--- src/rtl/pmdf_pkg.sv ---
// Shared types and constants of the peer message duplicate filter.
package pmdf_pkg;

  localparam int ADDR_W = 48;
  localparam int KIND_W = 2;
  localparam int SEQ_W  = 32;

  typedef enum logic {
    ACT_ADD   = 1'b0,
    ACT_ERASE = 1'b1
  } pmdf_act_e;

  typedef struct packed {
    logic active;
    logic hit;
    logic acc;
    logic free_seen;
  } pmdf_tok_t;

  typedef struct packed {
    pmdf_act_e           action;
    logic [ADDR_W-1:0]   addr;
    logic [KIND_W-1:0]   kind;
    logic                claim;
  } pmdf_cmd_t;

endpackage

--- src/rtl/pmdf_in_if.sv ---
// Input channel of the duplicate filter: one beat per message record or erase.
interface pmdf_in_if;
  import pmdf_pkg::*;

  logic              valid;
  logic              ready;
  logic              action;
  logic [ADDR_W-1:0] sender_addr;
  logic [KIND_W-1:0] kind;
  logic [SEQ_W-1:0]  seq_id;

  modport source (output valid, action, sender_addr, kind, seq_id, input ready);
  modport sink   (input valid, action, sender_addr, kind, seq_id, output ready);
endinterface

--- src/rtl/pmdf_out_if.sv ---
// Result channel of the duplicate filter: one beat per accepted input beat.
interface pmdf_out_if;
  logic valid;
  logic ready;
  logic accepted;
  logic table_full;

  modport source (output valid, accepted, table_full, input ready);
  modport sink   (input valid, accepted, table_full, output ready);
endinterface

--- src/rtl/pmdf_cell.sv ---
// One table entry of the duplicate filter, visited by the search token in turn.
module pmdf_cell #(
  parameter int KINDS   = 4,
  parameter int ID_BITS = 32
) (
  input  logic               clk_i,
  input  logic               rst_ni,
  input  pmdf_pkg::pmdf_cmd_t cmd_i,
  input  logic [ID_BITS-1:0] id_i,
  input  pmdf_pkg::pmdf_tok_t tok_i,
  output pmdf_pkg::pmdf_tok_t tok_o
);
  import pmdf_pkg::*;

  localparam int KIDX_W = (KINDS > 1) ? $clog2(KINDS) : 1;

  logic               used_q, used_d;
  logic               cand_q, cand_d;
  logic [KINDS-1:0]   seen_q, seen_d;
  logic [ADDR_W-1:0]  addr_q;
  logic [ID_BITS-1:0] top_q [KINDS];
  pmdf_tok_t          tok_q, tok_d;

  logic [KIDX_W-1:0]  kidx;
  logic               here, match, seen_bit, newer, upd, take, wr_id;

  always_comb begin
    kidx     = KIDX_W'(cmd_i.kind);
    here     = tok_i.active;
    match    = used_q && (addr_q == cmd_i.addr);
    seen_bit = seen_q[kidx];
    newer    = !seen_bit || (top_q[kidx] < id_i);
    upd      = here && match && (cmd_i.action == ACT_ADD) && newer;
    take     = cmd_i.claim && cand_q;
    wr_id    = upd || take;

    tok_d.active    = here;
    tok_d.hit       = tok_i.hit | (here && match);
    tok_d.acc       = tok_i.acc | upd;
    tok_d.free_seen = tok_i.free_seen | (here && !used_q);

    used_d = used_q;
    seen_d = seen_q;
    cand_d = cand_q;
    if (here) begin
      cand_d = !used_q && !tok_i.free_seen;
    end
    if (here && match && (cmd_i.action == ACT_ERASE)) begin
      used_d = 1'b0;
      seen_d = '0;
    end
    if (upd) begin
      seen_d[kidx] = 1'b1;
    end
    if (take) begin
      used_d       = 1'b1;
      seen_d       = '0;
      seen_d[kidx] = 1'b1;
    end
  end

  always_ff @(posedge clk_i or negedge rst_ni) begin
    if (!rst_ni) begin
      used_q <= 1'b0;
      cand_q <= 1'b0;
      seen_q <= '0;
      tok_q  <= '0;
    end else begin
      used_q <= used_d;
      cand_q <= cand_d;
      seen_q <= seen_d;
      tok_q  <= tok_d;
    end
  end

  always_ff @(posedge clk_i) begin
    if (take) begin
      addr_q <= cmd_i.addr;
    end
    if (wr_id) begin
      top_q[kidx] <= id_i;
    end
  end

  assign tok_o = tok_q;

endmodule

--- src/rtl/peer_message_duplicate_filter.sv ---
// Top level of the peer message duplicate filter: control, query register, row of entries.
// Each table entry is one cell in a row; an item's search token walks the row one cell per
// cycle. A new input beat is taken only once that walk is over and the result moves to the
// output register (an add with address zero or a kind of KINDS or more skips it). A cell
// that matches the sender address updates itself as the token passes; a new address is
// written into the lowest free cell in the cycle the token leaves the row. The result sits
// in an output register, so a new input beat is taken while the previous result waits.
// After reset every entry is free at once.
module peer_message_duplicate_filter #(
  parameter int SLOTS   = 16,
  parameter int KINDS   = 4,
  parameter int ID_BITS = 32
) (
  input  logic          clk_i,
  input  logic          rst_ni,
  pmdf_in_if.sink       in_i,
  pmdf_out_if.source    out_o
);
  import pmdf_pkg::*;

  localparam logic [4:0] KINDS_L = 5'(KINDS);

  typedef enum logic [2:0] {
    ST_IDLE = 3'b001,
    ST_WALK = 3'b010,
    ST_DONE = 3'b100
  } state_e;

  state_e              state_q, state_d;
  logic                start_q, start_d;
  pmdf_act_e           act_q;
  logic [ADDR_W-1:0]   addr_q;
  logic [KIND_W-1:0]   kind_q;
  logic [ID_BITS-1:0]  id_q;
  logic                res_acc_q, res_acc_d;
  logic                res_full_q, res_full_d;
  logic                out_valid_q, out_valid_d;
  logic                out_acc_q, out_full_q;

  logic                in_fire, bad_add, claim, out_load;
  pmdf_cmd_t           cmd;
  pmdf_tok_t           tok_w [SLOTS+1];
  pmdf_tok_t           tail;
  logic [SLOTS-1:0]    tok_act;

  assign in_i.ready = (state_q == ST_IDLE);
  assign in_fire    = in_i.valid && in_i.ready;
  assign bad_add    = (in_i.action == ACT_ADD) &&
                      ((in_i.sender_addr == '0) || (5'(in_i.kind) >= KINDS_L));
  assign tail       = tok_w[SLOTS];
  assign claim      = (state_q == ST_WALK) && tail.active && (act_q == ACT_ADD) &&
                      !tail.hit && tail.free_seen;

  assign cmd.action = act_q;
  assign cmd.addr   = addr_q;
  assign cmd.kind   = kind_q;
  assign cmd.claim  = claim;

  assign tok_w[0] = '{active: start_q, hit: 1'b0, acc: 1'b0, free_seen: 1'b0};

  for (genvar g = 0; g < SLOTS; g++) begin : g_cell
    pmdf_cell #(
      .KINDS   (KINDS),
      .ID_BITS (ID_BITS)
    ) u_cell (
      .clk_i  (clk_i),
      .rst_ni (rst_ni),
      .cmd_i  (cmd),
      .id_i   (id_q),
      .tok_i  (tok_w[g]),
      .tok_o  (tok_w[g+1])
    );
    assign tok_act[g] = tok_w[g+1].active;
  end

  always_comb begin
    state_d    = state_q;
    start_d    = 1'b0;
    res_acc_d  = res_acc_q;
    res_full_d = res_full_q;
    out_load   = 1'b0;
    unique case (state_q)
      ST_IDLE: begin
        if (in_fire) begin
          if (bad_add) begin
            res_acc_d  = 1'b0;
            res_full_d = 1'b0;
            state_d    = ST_DONE;
          end else begin
            start_d = 1'b1;
            state_d = ST_WALK;
          end
        end
      end
      ST_WALK: begin
        if (tail.active) begin
          state_d = ST_DONE;
          if (act_q == ACT_ERASE) begin
            res_acc_d  = tail.hit;
            res_full_d = 1'b0;
          end else begin
            res_acc_d  = tail.hit ? tail.acc : tail.free_seen;
            res_full_d = !tail.hit && !tail.free_seen;
          end
        end
      end
      ST_DONE: begin
        if (!out_valid_q || out_o.ready) begin
          out_load = 1'b1;
          state_d  = ST_IDLE;
        end
      end
      default: state_d = ST_IDLE;
    endcase

    if (out_load) begin
      out_valid_d = 1'b1;
    end else if (out_o.ready) begin
      out_valid_d = 1'b0;
    end else begin
      out_valid_d = out_valid_q;
    end
  end

  always_ff @(posedge clk_i or negedge rst_ni) begin
    if (!rst_ni) begin
      state_q     <= ST_IDLE;
      start_q     <= 1'b0;
      out_valid_q <= 1'b0;
    end else begin
      state_q     <= state_d;
      start_q     <= start_d;
      out_valid_q <= out_valid_d;
    end
  end

  always_ff @(posedge clk_i) begin
    if (in_fire) begin
      act_q  <= pmdf_act_e'(in_i.action);
      addr_q <= in_i.sender_addr;
      kind_q <= in_i.kind;
      id_q   <= ID_BITS'(in_i.seq_id);
    end
    res_acc_q  <= res_acc_d;
    res_full_q <= res_full_d;
    if (out_load) begin
      out_acc_q  <= res_acc_q;
      out_full_q <= res_full_q;
    end
  end

  assign out_o.valid      = out_valid_q;
  assign out_o.accepted   = out_acc_q;
  assign out_o.table_full = out_full_q;

  a_one_token: assert property (@(posedge clk_i) disable iff (!rst_ni)
    $onehot0(tok_act))
    else $error("more than one search token in the row");

  a_idle_empty: assert property (@(posedge clk_i) disable iff (!rst_ni)
    (state_q == ST_IDLE) |-> (tok_act == '0) && !start_q)
    else $error("search token alive while idle");

  a_tail_walk: assert property (@(posedge clk_i) disable iff (!rst_ni)
    tail.active |-> (state_q == ST_WALK))
    else $error("token left the row outside a walk");

  a_res_excl: assert property (@(posedge clk_i) disable iff (!rst_ni)
    out_valid_q |-> !(out_acc_q && out_full_q))
    else $error("result both accepted and table full");

  a_claim_done: assert property (@(posedge clk_i) disable iff (!rst_ni)
    claim |=> (state_q == ST_DONE) && res_acc_q && !res_full_q)
    else $error("new entry claimed without an accepted result");

endmodule

--- src/flat_wrapper.sv ---
// flat-port wrapper written by rule: the top's interface ports become plain ports
module peer_message_duplicate_filter_flat import pmdf_pkg::*;
#(
  parameter int SLOTS   = 16,
  parameter int KINDS   = 4,
  parameter int ID_BITS = 32
)
  (clk_i, rst_ni, in_i_valid, in_i_action, in_i_sender_addr, in_i_kind, in_i_seq_id, in_i_ready, out_o_valid, out_o_accepted, out_o_table_full, out_o_ready);
  pmdf_in_if in_i_i ();
  pmdf_out_if out_o_i ();
  input  logic clk_i;
  input  logic rst_ni;
  input wire logic [$bits(in_i_i.valid)-1:0] in_i_valid;
  input wire logic [$bits(in_i_i.action)-1:0] in_i_action;
  input wire logic [$bits(in_i_i.sender_addr)-1:0] in_i_sender_addr;
  input wire logic [$bits(in_i_i.kind)-1:0] in_i_kind;
  input wire logic [$bits(in_i_i.seq_id)-1:0] in_i_seq_id;
  output wire logic [$bits(in_i_i.ready)-1:0] in_i_ready;
  output wire logic [$bits(out_o_i.valid)-1:0] out_o_valid;
  output wire logic [$bits(out_o_i.accepted)-1:0] out_o_accepted;
  output wire logic [$bits(out_o_i.table_full)-1:0] out_o_table_full;
  input wire logic [$bits(out_o_i.ready)-1:0] out_o_ready;
  assign in_i_i.valid = in_i_valid;
  assign in_i_i.action = in_i_action;
  assign in_i_i.sender_addr = in_i_sender_addr;
  assign in_i_i.kind = in_i_kind;
  assign in_i_i.seq_id = in_i_seq_id;
  assign in_i_ready = in_i_i.ready;
  assign out_o_valid = out_o_i.valid;
  assign out_o_accepted = out_o_i.accepted;
  assign out_o_table_full = out_o_i.table_full;
  assign out_o_i.ready = out_o_ready;
  peer_message_duplicate_filter #(.SLOTS(SLOTS), .KINDS(KINDS), .ID_BITS(ID_BITS)) u_core (.clk_i(clk_i), .rst_ni(rst_ni), .in_i(in_i_i), .out_o(out_o_i));
endmodule
--- config.mk ---
export PLATFORM = sky130hd
export DESIGN_NAME = peer_message_duplicate_filter_flat
export DESIGN_NICKNAME = d
export VERILOG_FILES = /design/src/rtl/pmdf_pkg.sv /design/src/rtl/pmdf_in_if.sv /design/src/rtl/pmdf_out_if.sv /design/src/rtl/pmdf_cell.sv /design/src/rtl/peer_message_duplicate_filter.sv /design/src/flat_wrapper.sv
export SDC_FILE = /design/constraint.sdc
export NUM_CORES = 2
export LEC_CHECK = 0
export BUFFER_PORTS_ARGS = -buffer_cell sky130_fd_sc_hd__buf_4
export CORE_ASPECT_RATIO = 1.2
export CORE_MARGIN = 2
export CORE_UTILIZATION = 40
export DETAILED_ROUTE_END_ITERATION = 10
export GPL_TIMING_DRIVEN = 0
export PLACE_DENSITY = 0.66
export SETUP_SLACK_MARGIN = 0.15
export SLEW_MARGIN = 25
export SYNTH_ARGS = -nofsm -noshare
export SYNTH_HDL_FRONTEND = slang
export SYNTH_HIERARCHICAL = 1
export SYNTH_SLANG_ARGS = --single-unit
--- constraint.sdc ---
create_clock -name clk_i -period 9.7 [get_ports clk_i]
set_input_delay 0.97 -clock clk_i [delete_from_list [all_inputs] [get_ports clk_i]]
set_output_delay 0.97 -clock clk_i [all_outputs]
set_load 0.005 [all_outputs]
Word-level counts from Yosys, hierarchy flattened
Memories as Yosys holds them, arrays and structs flattened. A register that Yosys moved wholly into a read port is not among the register bits.
Cells that the tools add are included.
{"block": "word_totals", "ff_bits": 1020, "ramBits": 2048, "input_bits": 87, "word_cells": 681, "n_memories": 16}
{"block": "op_classes", "n_lt_le_gt_ge": 18, "eq_ne": 23, "muxes": 183, "bitwise": 63, "n_reduce_logical": 239}
{"name": "u_core.g_cell[0].u_cell.top_q", "depth": 4, "word_bits": 32, "read_ports": 1, "rd_ports_with_merged_regs": 1, "write_ports": 1, "line_no": "pmdf_cell.sv:21", "rtl": "logic [ID_BITS-1:0] top_q [KINDS];"}
{"name": "u_core.g_cell[10].u_cell.top_q", "depth": 4, "word_bits": 32, "read_ports": 1, "rd_ports_with_merged_regs": 1, "write_ports": 1, "line_no": "pmdf_cell.sv:21"}
{"name": "u_core.g_cell[11].u_cell.top_q", "depth": 4, "word_bits": 32, "read_ports": 1, "rd_ports_with_merged_regs": 1, "write_ports": 1, "line_no": "pmdf_cell.sv:21"}
{"name": "u_core.g_cell[12].u_cell.top_q", "depth": 4, "word_bits": 32, "read_ports": 1, "rd_ports_with_merged_regs": 1, "write_ports": 1, "line_no": "pmdf_cell.sv:21"}
{"name": "u_core.g_cell[13].u_cell.top_q", "depth": 4, "word_bits": 32, "read_ports": 1, "rd_ports_with_merged_regs": 1, "write_ports": 1, "line_no": "pmdf_cell.sv:21"}
{"name": "u_core.g_cell[14].u_cell.top_q", "depth": 4, "word_bits": 32, "read_ports": 1, "rd_ports_with_merged_regs": 1, "write_ports": 1, "line_no": "pmdf_cell.sv:21"}
{"name": "10 more memories"}
{"op": "48-bit == test", "count": 16}
{"op": "32-bit < comparator", "count": 16}
{"op": "4-bit 2-to-1 mux", "count": 48}
{"op": "1-bit logical AND", "count": 135}
{"op": "1-bit 2-to-1 mux", "count": 95}
{"op": "4-bit bitwise OR", "count": 16}
{"op": "1-bit zero test", "count": 50}
{"op": "48-bit zero test", "count": 1}
{"op": "1-bit bitwise OR", "count": 45}
{"op": "2-bit nonzero test", "count": 18}
{"op": "1-bit logical OR", "count": 33}
{"op": "1-bit binary-select mux with 2-bit select", "count": 16}
{"op": "2-bit 2-to-1 mux", "count": 16}
{"op": "3-bit 2-to-1 mux", "count": 4}
{"op": "3-bit one-hot mux with 3 select lines", "count": 1}
{"op": "2-bit inequality test, second input constant", "count": 3}
{"op": "1-bit one-hot mux with 2 select lines", "count": 2}
{"op": "4-bit AND reduction", "count": 1}
{"op": "3-bit by 1-bit == test with 1-bit output, second input constant", "count": 1}
{"op": "3-bit by 2-bit == test with 1-bit output, second input constant", "count": 1}
{"op": "3-bit == test, second input constant", "count": 1}
{"op": "2-bit by 3-bit < comparator with 1-bit output, second input constant", "count": 1}
{"op": "3-bit AND reduction", "count": 1}
{"op": "1-bit demux with 2-bit select", "count": 1}
{"op": "other kinds (3)", "count": 4}

Depth between registers and ports, before layout
{"block": "depth", "word_depth": 9, "ltp_mapped": 12}

Cells and area by module
Netlist, hierarchy kept.
{"mod": "pmdf_cell (u_core.g_cell[10].u_cell ...)", "instances": 4, "cells_per_inst": 464, "area_each_um2": 8034.0, "seq_area_each_um2": 5535.3}
{"mod": "pmdf_cell (u_core.g_cell[11].u_cell ...)", "instances": 3, "cells_per_inst": 485, "area_each_um2": 8061.5, "seq_area_each_um2": 5535.3}
{"mod": "pmdf_cell (u_core.g_cell[7].u_cell ...)", "instances": 2, "cells_per_inst": 477, "area_each_um2": 8104.0, "seq_area_each_um2": 5535.3}
{"mod": "pmdf_cell (u_core.g_cell[0].u_cell ...)", "instances": 2, "cells_per_inst": 445, "area_each_um2": 7872.6, "seq_area_each_um2": 5535.3}
{"mod": "pmdf_cell (u_core.g_cell[4].u_cell)", "instances": 1, "cells_per_inst": 485, "area_each_um2": 8096.5, "seq_area_each_um2": 5535.3}
{"mod": "pmdf_cell (u_core.g_cell[12].u_cell)", "instances": 1, "cells_per_inst": 468, "area_each_um2": 8029.0, "seq_area_each_um2": 5535.3}
{"mod": "pmdf_cell (u_core.g_cell[5].u_cell)", "instances": 1, "cells_per_inst": 461, "area_each_um2": 7900.1, "seq_area_each_um2": 5535.3}
{"mod": "pmdf_cell (u_core.g_cell[9].u_cell)", "instances": 1, "cells_per_inst": 441, "area_each_um2": 7878.8, "seq_area_each_um2": 5535.3}
{"mod": "pmdf_cell (u_core.g_cell[6].u_cell)", "instances": 1, "cells_per_inst": 444, "area_each_um2": 7868.8, "seq_area_each_um2": 5535.3}
{"mod": "peer_message_duplicate_filter", "instances": 1, "cells_per_inst": 134, "area_each_um2": 2994.1, "seq_area_each_um2": 2738.9}

Worst setup path after synthesis
No wires, ideal clock.
{"block": "synth_path", "path_kind": "reg-to-reg", "startpoint": "reg u_core.kind_q[0]", "endpoint": "mem u_core.g_cell[5].u_cell.top_q[2][0] (enable)", "arrival_time_ns": 6.118, "path_slack_ns": 3.150, "stages_incl_launch_ff": 13, "path_buffers": 3, "synth_period_minus_slack_ns": 6.550, "path_cell_list": "edfxtp_1 buf_1 buf_1 mux4_2 ha_1 a211oi_1 o21ai_0 a21oi_1 o22ai_1 o21a_1 or4b_1 buf_2 a21oi_1"}
{"block": "synth_via", "elab_chain_cells": 8}
{"item": "start, declared", "line_no": "peer_message_duplicate_filter.sv:33", "rtl": "logic [KIND_W-1:0] kind_q;"}
{"item": "start signal, assigned", "line_no": "peer_message_duplicate_filter.sv:141", "rtl": "kind_q <= in_i.kind;"}
{"item": "1-bit binary-select mux with 2-bit select", "line_no": "pmdf_cell.sv:31", "rtl": "seen_bit = seen_q[kidx];"}
{"item": "1-bit 2-to-1 mux (not written as such)", "line_no": "pmdf_cell.sv:31"}
{"item": "1-bit zero test", "line_no": "pmdf_cell.sv:32", "rtl": "newer = !seen_bit || (top_q[kidx] < id_i);"}
{"item": "1-bit logical OR", "line_no": "pmdf_cell.sv:32"}
{"item": "1-bit logical AND", "line_no": "pmdf_cell.sv:33", "rtl": "upd = here && match && (cmd_i.action == ACT_ADD) && newer;"}
{"item": "1-bit logical OR", "line_no": "pmdf_cell.sv:35", "rtl": "wr_id = upd || take;"}
{"item": "1-bit 2-to-1 mux", "line_no": "pmdf_cell.sv:80", "rtl": "if (wr_id) begin"}
{"item": "1-bit 2-to-1 mux (not written as such)", "line_no": "pmdf_cell.sv:81", "rtl": "top_q[kidx] <= id_i;"}
{"item": "end, declared", "line_no": "pmdf_cell.sv:21"}
Several ways; a longest one is shown, not always the timed one. The select of a mux whose other input is x is not followed.

Worst setup path after layout
{"block": "layout_path", "startpoint": "reg u_core.kind_q[0]", "endpoint": "mem u_core.g_cell[2].u_cell.top_q[0][13] (enable)"}
{"block": "layout_via", "elab_chain_cells": 8}
{"item": "1-bit binary-select mux with 2-bit select", "line_no": "pmdf_cell.sv:31"}
{"item": "1-bit 2-to-1 mux (not written as such)", "line_no": "pmdf_cell.sv:31"}
{"item": "1-bit zero test", "line_no": "pmdf_cell.sv:32"}
{"item": "1-bit logical OR", "line_no": "pmdf_cell.sv:32"}
{"item": "1-bit logical AND", "line_no": "pmdf_cell.sv:33"}
{"item": "1-bit logical OR", "line_no": "pmdf_cell.sv:35"}
{"item": "1-bit 2-to-1 mux", "line_no": "pmdf_cell.sv:80"}
{"item": "1-bit 2-to-1 mux (not written as such)", "line_no": "pmdf_cell.sv:81"}
{"item": "end, declared", "line_no": "pmdf_cell.sv:21"}
Several ways; a longest one is shown, not always the timed one. The select of a mux whose other input is x is not followed.

==> metrics.md <==
| Metric | Value |
|---|---|
| Status | `finished, final reports clean` |
| Die Wd | `526.5 µm` |
| Slew headroom | `27.79%` |
| Reg clk slew, reported paths | `0.06 ns` |
| Top post-synthesis cells by area | `edfxtp_1, mux4_2, ha_1` |
| PortBufs | `90` |
| Num CTS Buffers | `314` |
| MaxCap Viol Count | `0` |
| DRC | `0` |
| EDFF count, synth | `2,903` |
| FF+latch count, synth | `3,068` |
| YS warnings | `6` |
| Final nets | `9,020` |
| Simple-Gate Fraction of Synth Area | `6.291%` |
| Worst setup startpoint | `u_core/kind_q[0]` |
| Worst R2R End | `u_core/g_cell[2].u_cell/top_q[0][13]` |
| Crit path capture | `u_core/g_cell[2].u_cell/top_q[0][13]` |
| Fmax | `160.8 MHz` |
| Final Hold Fails | `0` |
| Clock power frac | `35.2%` |
| Largest net degree at the start of global routing | `79` |
| Via count | `72,120` |
| Detailed Place HPWL | `230.2 mm` |
| Clk sinks | `3,068` |
| Sw Pwr | `9.197 mW` |
| Placeable Area | `326,600 µm²` |
| Min-Delay Path Class | `in2reg` |
| Unrepaired setup endpoints after global routing | `false` |
| Synth top area share | `66.52%` |
| Max rail drop VDD | `0.1363 mV` |
| Worst Setup End Kind | `flop` |
| Count of cell types in the netlist | `105` |
| Mux contribution to synthesized area | `9.102%` |
| CP Data Arrival Time | `6.80 ns` |
| Worst setup margin | `3.482 ns` |
| Syn Area/Cell | `17.27 µm²` |
| Initial antenna violation count | `10` |
| Worst Setup Start Kind | `flop` |
| Sequential fraction of the synthesis area | `69.68%` |
| Vias per inst | `5.554` |
| Area grow syn2layout | `18.73%` |
| CTS tree | `done` |
| Reg2reg start | `u_core/kind_q[0]` |
| P_int | `25.08 mW` |
| Main combinational cell family by area after synthesis | `multiplexers` |
| Final GP Congestion | `0.8432` |
| Iteration-0 DRC Markers | `7,014` |
| Sw Share | `26.83%` |
| Fraction of registers with async set/reset | `5.378%` |
| Slowest library cell on the worst path | `buf_1` |
| Rows | `230` |
| Die Ht | `631.0 µm` |
| Total gr overflow | `0` |
| Die area | `332,200 µm²` |
| Fin crit period | `6.218 ns` |
| Gate power share | `19.4%` |
| R2r setup slk | `3.48 ns` |
| PwrDens | `220.3 nW/µm²` |
| CP cell instances | `buf_8 > buf_1 > buf_1 > mux4_2 > ha_1 > a21oi_1 > o21ai_0 > a221oi_1 > a21boi_0 > or4_1 > buf_2 > a211oi_4 > buf_6 > buf_6 > buf_6 > buf_6` |
| Worst EP required | `10.28 ns` |
| Final Cycle Share | `64.10%` |
| Gr usage total | `19.21%` |
| Cells after synthesis | `7,588` |
| ANT nets after route | `0` |
| Top cells by count, synth | `edfxtp_1, inv_1, mux4_2` |
| Initial DRT Pass Iterations | `8` |
| Boundary Pins | `91` |
| Finish-stage setup viols | `0` |
| Share of cells above drive strength 1 | `20.19%` |
| Static Leakage | `54.04 nW` |
| Worst path max stage delay | `0.71 ns` |
| Post-synthesis adder-cell area fraction | `4.736%` |
| Dpl ws | `3.362 ns` |
| Final wirelength | `324.0 mm` |
| Routed len/inst | `24.95 µm` |
| Synth Cell Area | `131,000 µm²` |
| Cell type with the highest aggregate area in the netlist | `edfxtp_1` |
| Worst Setup Path Type | `reg2reg` |
| PostCTS Resize Cnt | `0` |
| Root Buffer | `clkbuf_16` |
| Most used flip-flop cell after synthesis | `edfxtp_1` |
| Clock Latency Late Sink | `0.88 ns` |
| Least-Margin Pin Slew | `1.073 ns` |
| Layout fillers | `26,550` |
| Final Power | `34.28 mW` |
| Top-count cell post-synth | `edfxtp_1` |
| Longest Clk Path Bufs | `4` |
| Vias in the first global route | `74,440` |
| H-tree depth | `5` |
| Skew final | `0.04009 ns` |
| CP most frequent cell | `buf_6` |
| Worst r2r path cells | `16` |
| Reg power frac | `45.5%` |
| Compound-Gate Fraction of Synth Area | `3.868%` |
| Post-Synth XOR/XNOR Area | `4.017%` |
| Starting Density | `40.12%` |
| Slew Limit Fails | `0` |
| Worst-path maximum fanout | `10` |
| First-pass GRT wire length | `480.2 mm` |
[placed cells by master (no fill, tap or decap), types with 102 or more instances in the layout]
cell type	count
edfxtp_1	2903
inv_1	617
mux4_2	516
ha_1	496
xnor2_1	368
clkbuf_16	325
buf_8	299
nand4_1	233
xor2_1	233
nand2_1	199
a21oi_1	173
nor2b_1	169
dfrtp_1	164
nor4_1	139
nand2b_1	133
clkbuf_1	119
o21ai_0	111
nor2_1	102
[worst min-delay path by stage]
stage / startpoint / to / slack (ns) / depth (start not counted)
finish: in_i_sender_addr[37] / u_core/addr_q[37] / 0.28 / 1
global route: in_i_sender_addr[37] / u_core/addr_q[37] / 0.26 / 1
CTS: in_i_sender_addr[9] / u_core/addr_q[9] / 0.23 / 1
detailed placement: u_core/res_full_q / u_core/out_o.table_full / 0.42 / 0
global placement: u_core/res_full_q / u_core/out_o.table_full / 0.40 / 0
floorplan: u_core/start_q / u_core/g_cell[0].u_cell/tok_o[3] / 0.40 / 0
[area by class of cell]
cell class	count	area [µm²]	share of cell area [%]
inverters	632	2377	1.528
well taps	4292	5370	3.451
clock inverters	155	1620	1.041
repair buffers	530	8461	5.438
clock buffers	402	8572	5.509
diodes	15	37.54	0.02413
multi-input cells	3749	37200	23.91
plain buffers	142	651.9	0.4190
flip-flops and latches	3068	91300	58.68
[metrics by stage]
step                      cell area [µm²]  hold WS, ns  std cells  setup TNS (ns)  utilization [%]
after global routing               155600       0.2620      12980               0            47.63
after detailed placement           145300       0.4163      12410               0            44.49
final                              155600       0.2794      12990               0            47.64
after global placement             137100       0.4009      11970         -155.77            41.97
after CTS                          155500       0.2343      12970               0            47.62
after floorplan                    131100       0.3955       7591               0                -
[layer usage]
metal  wire [µm]  up-vias  part of all wire [%]  global-route usage [%]
li1            -    31560                     -                       -
met1      131700    37560                    41                   25.32
met2      159400     2448                    49                   32.42
met3       20510      560                   6.3                   2.474
met4       12320        0                   3.8                   7.362
met5           0        -                     0                       0
[logic make-up after synthesis]
logic type / after synthesis
other cells: 1
compound gates: 708
mux: 532
simple gates: 1408
flops: 3068
xor+xnor: 601
fa+ha+maj: 496
buf+inv: 774
[flip-flops by register name, summed over array words and instances, names as in the netlist]
signal	count
u_core/start_q	1
u_core/out_o.table_full	1
u_core/res_full_q	1
u_core/g_cell.u_cell/cand_q	16
u_core/g_cell.u_cell/addr_q	768
u_core/state_q	3
u_core/id_q	32
u_core/out_o.accepted	1
u_core/addr_q	48
u_core/res_acc_q	1
u_core/g_cell.u_cell/used_q	16
u_core/g_cell.u_cell/seen_q	64
u_core/out_o.valid	1
u_core/g_cell.u_cell/top_q	2048
u_core/g_cell.u_cell/tok_o	64
u_core/act_q	1
u_core/kind_q	2
[worst max-delay path: cells and delay by family (launching register included)]
kind	cells	cell delay [ns]
buffers and inverters	8	2.47
AO/OA/AOI/OAI	5	1.41
multiplexers	1	0.63
flip-flops	1	0.57
AND/OR/NAND/NOR	1	0.50
adder cells (fa/ha/maj)	1	0.31
[power by group through the flow]
stage	registers [mW]	logic [mW]	clock network (mW)
floorplan	16.2	3.26	0
global placement	17.4	4.20	0
detailed placement	15.9	6.61	0
CTS	15.6	6.66	12.3
global route	15.6	7.19	12.8
finish	15.6	6.63	12.1
[what timing repair did]
item / 4_1_cts / 5_1_grt
hold buffers: 1 / 0
buffers inserted: 0 / 0
endpoints found under the setup margin: 0 / 0
endpoints found under the hold margin: 14 / 0
(Power assumes the default switching activity.)
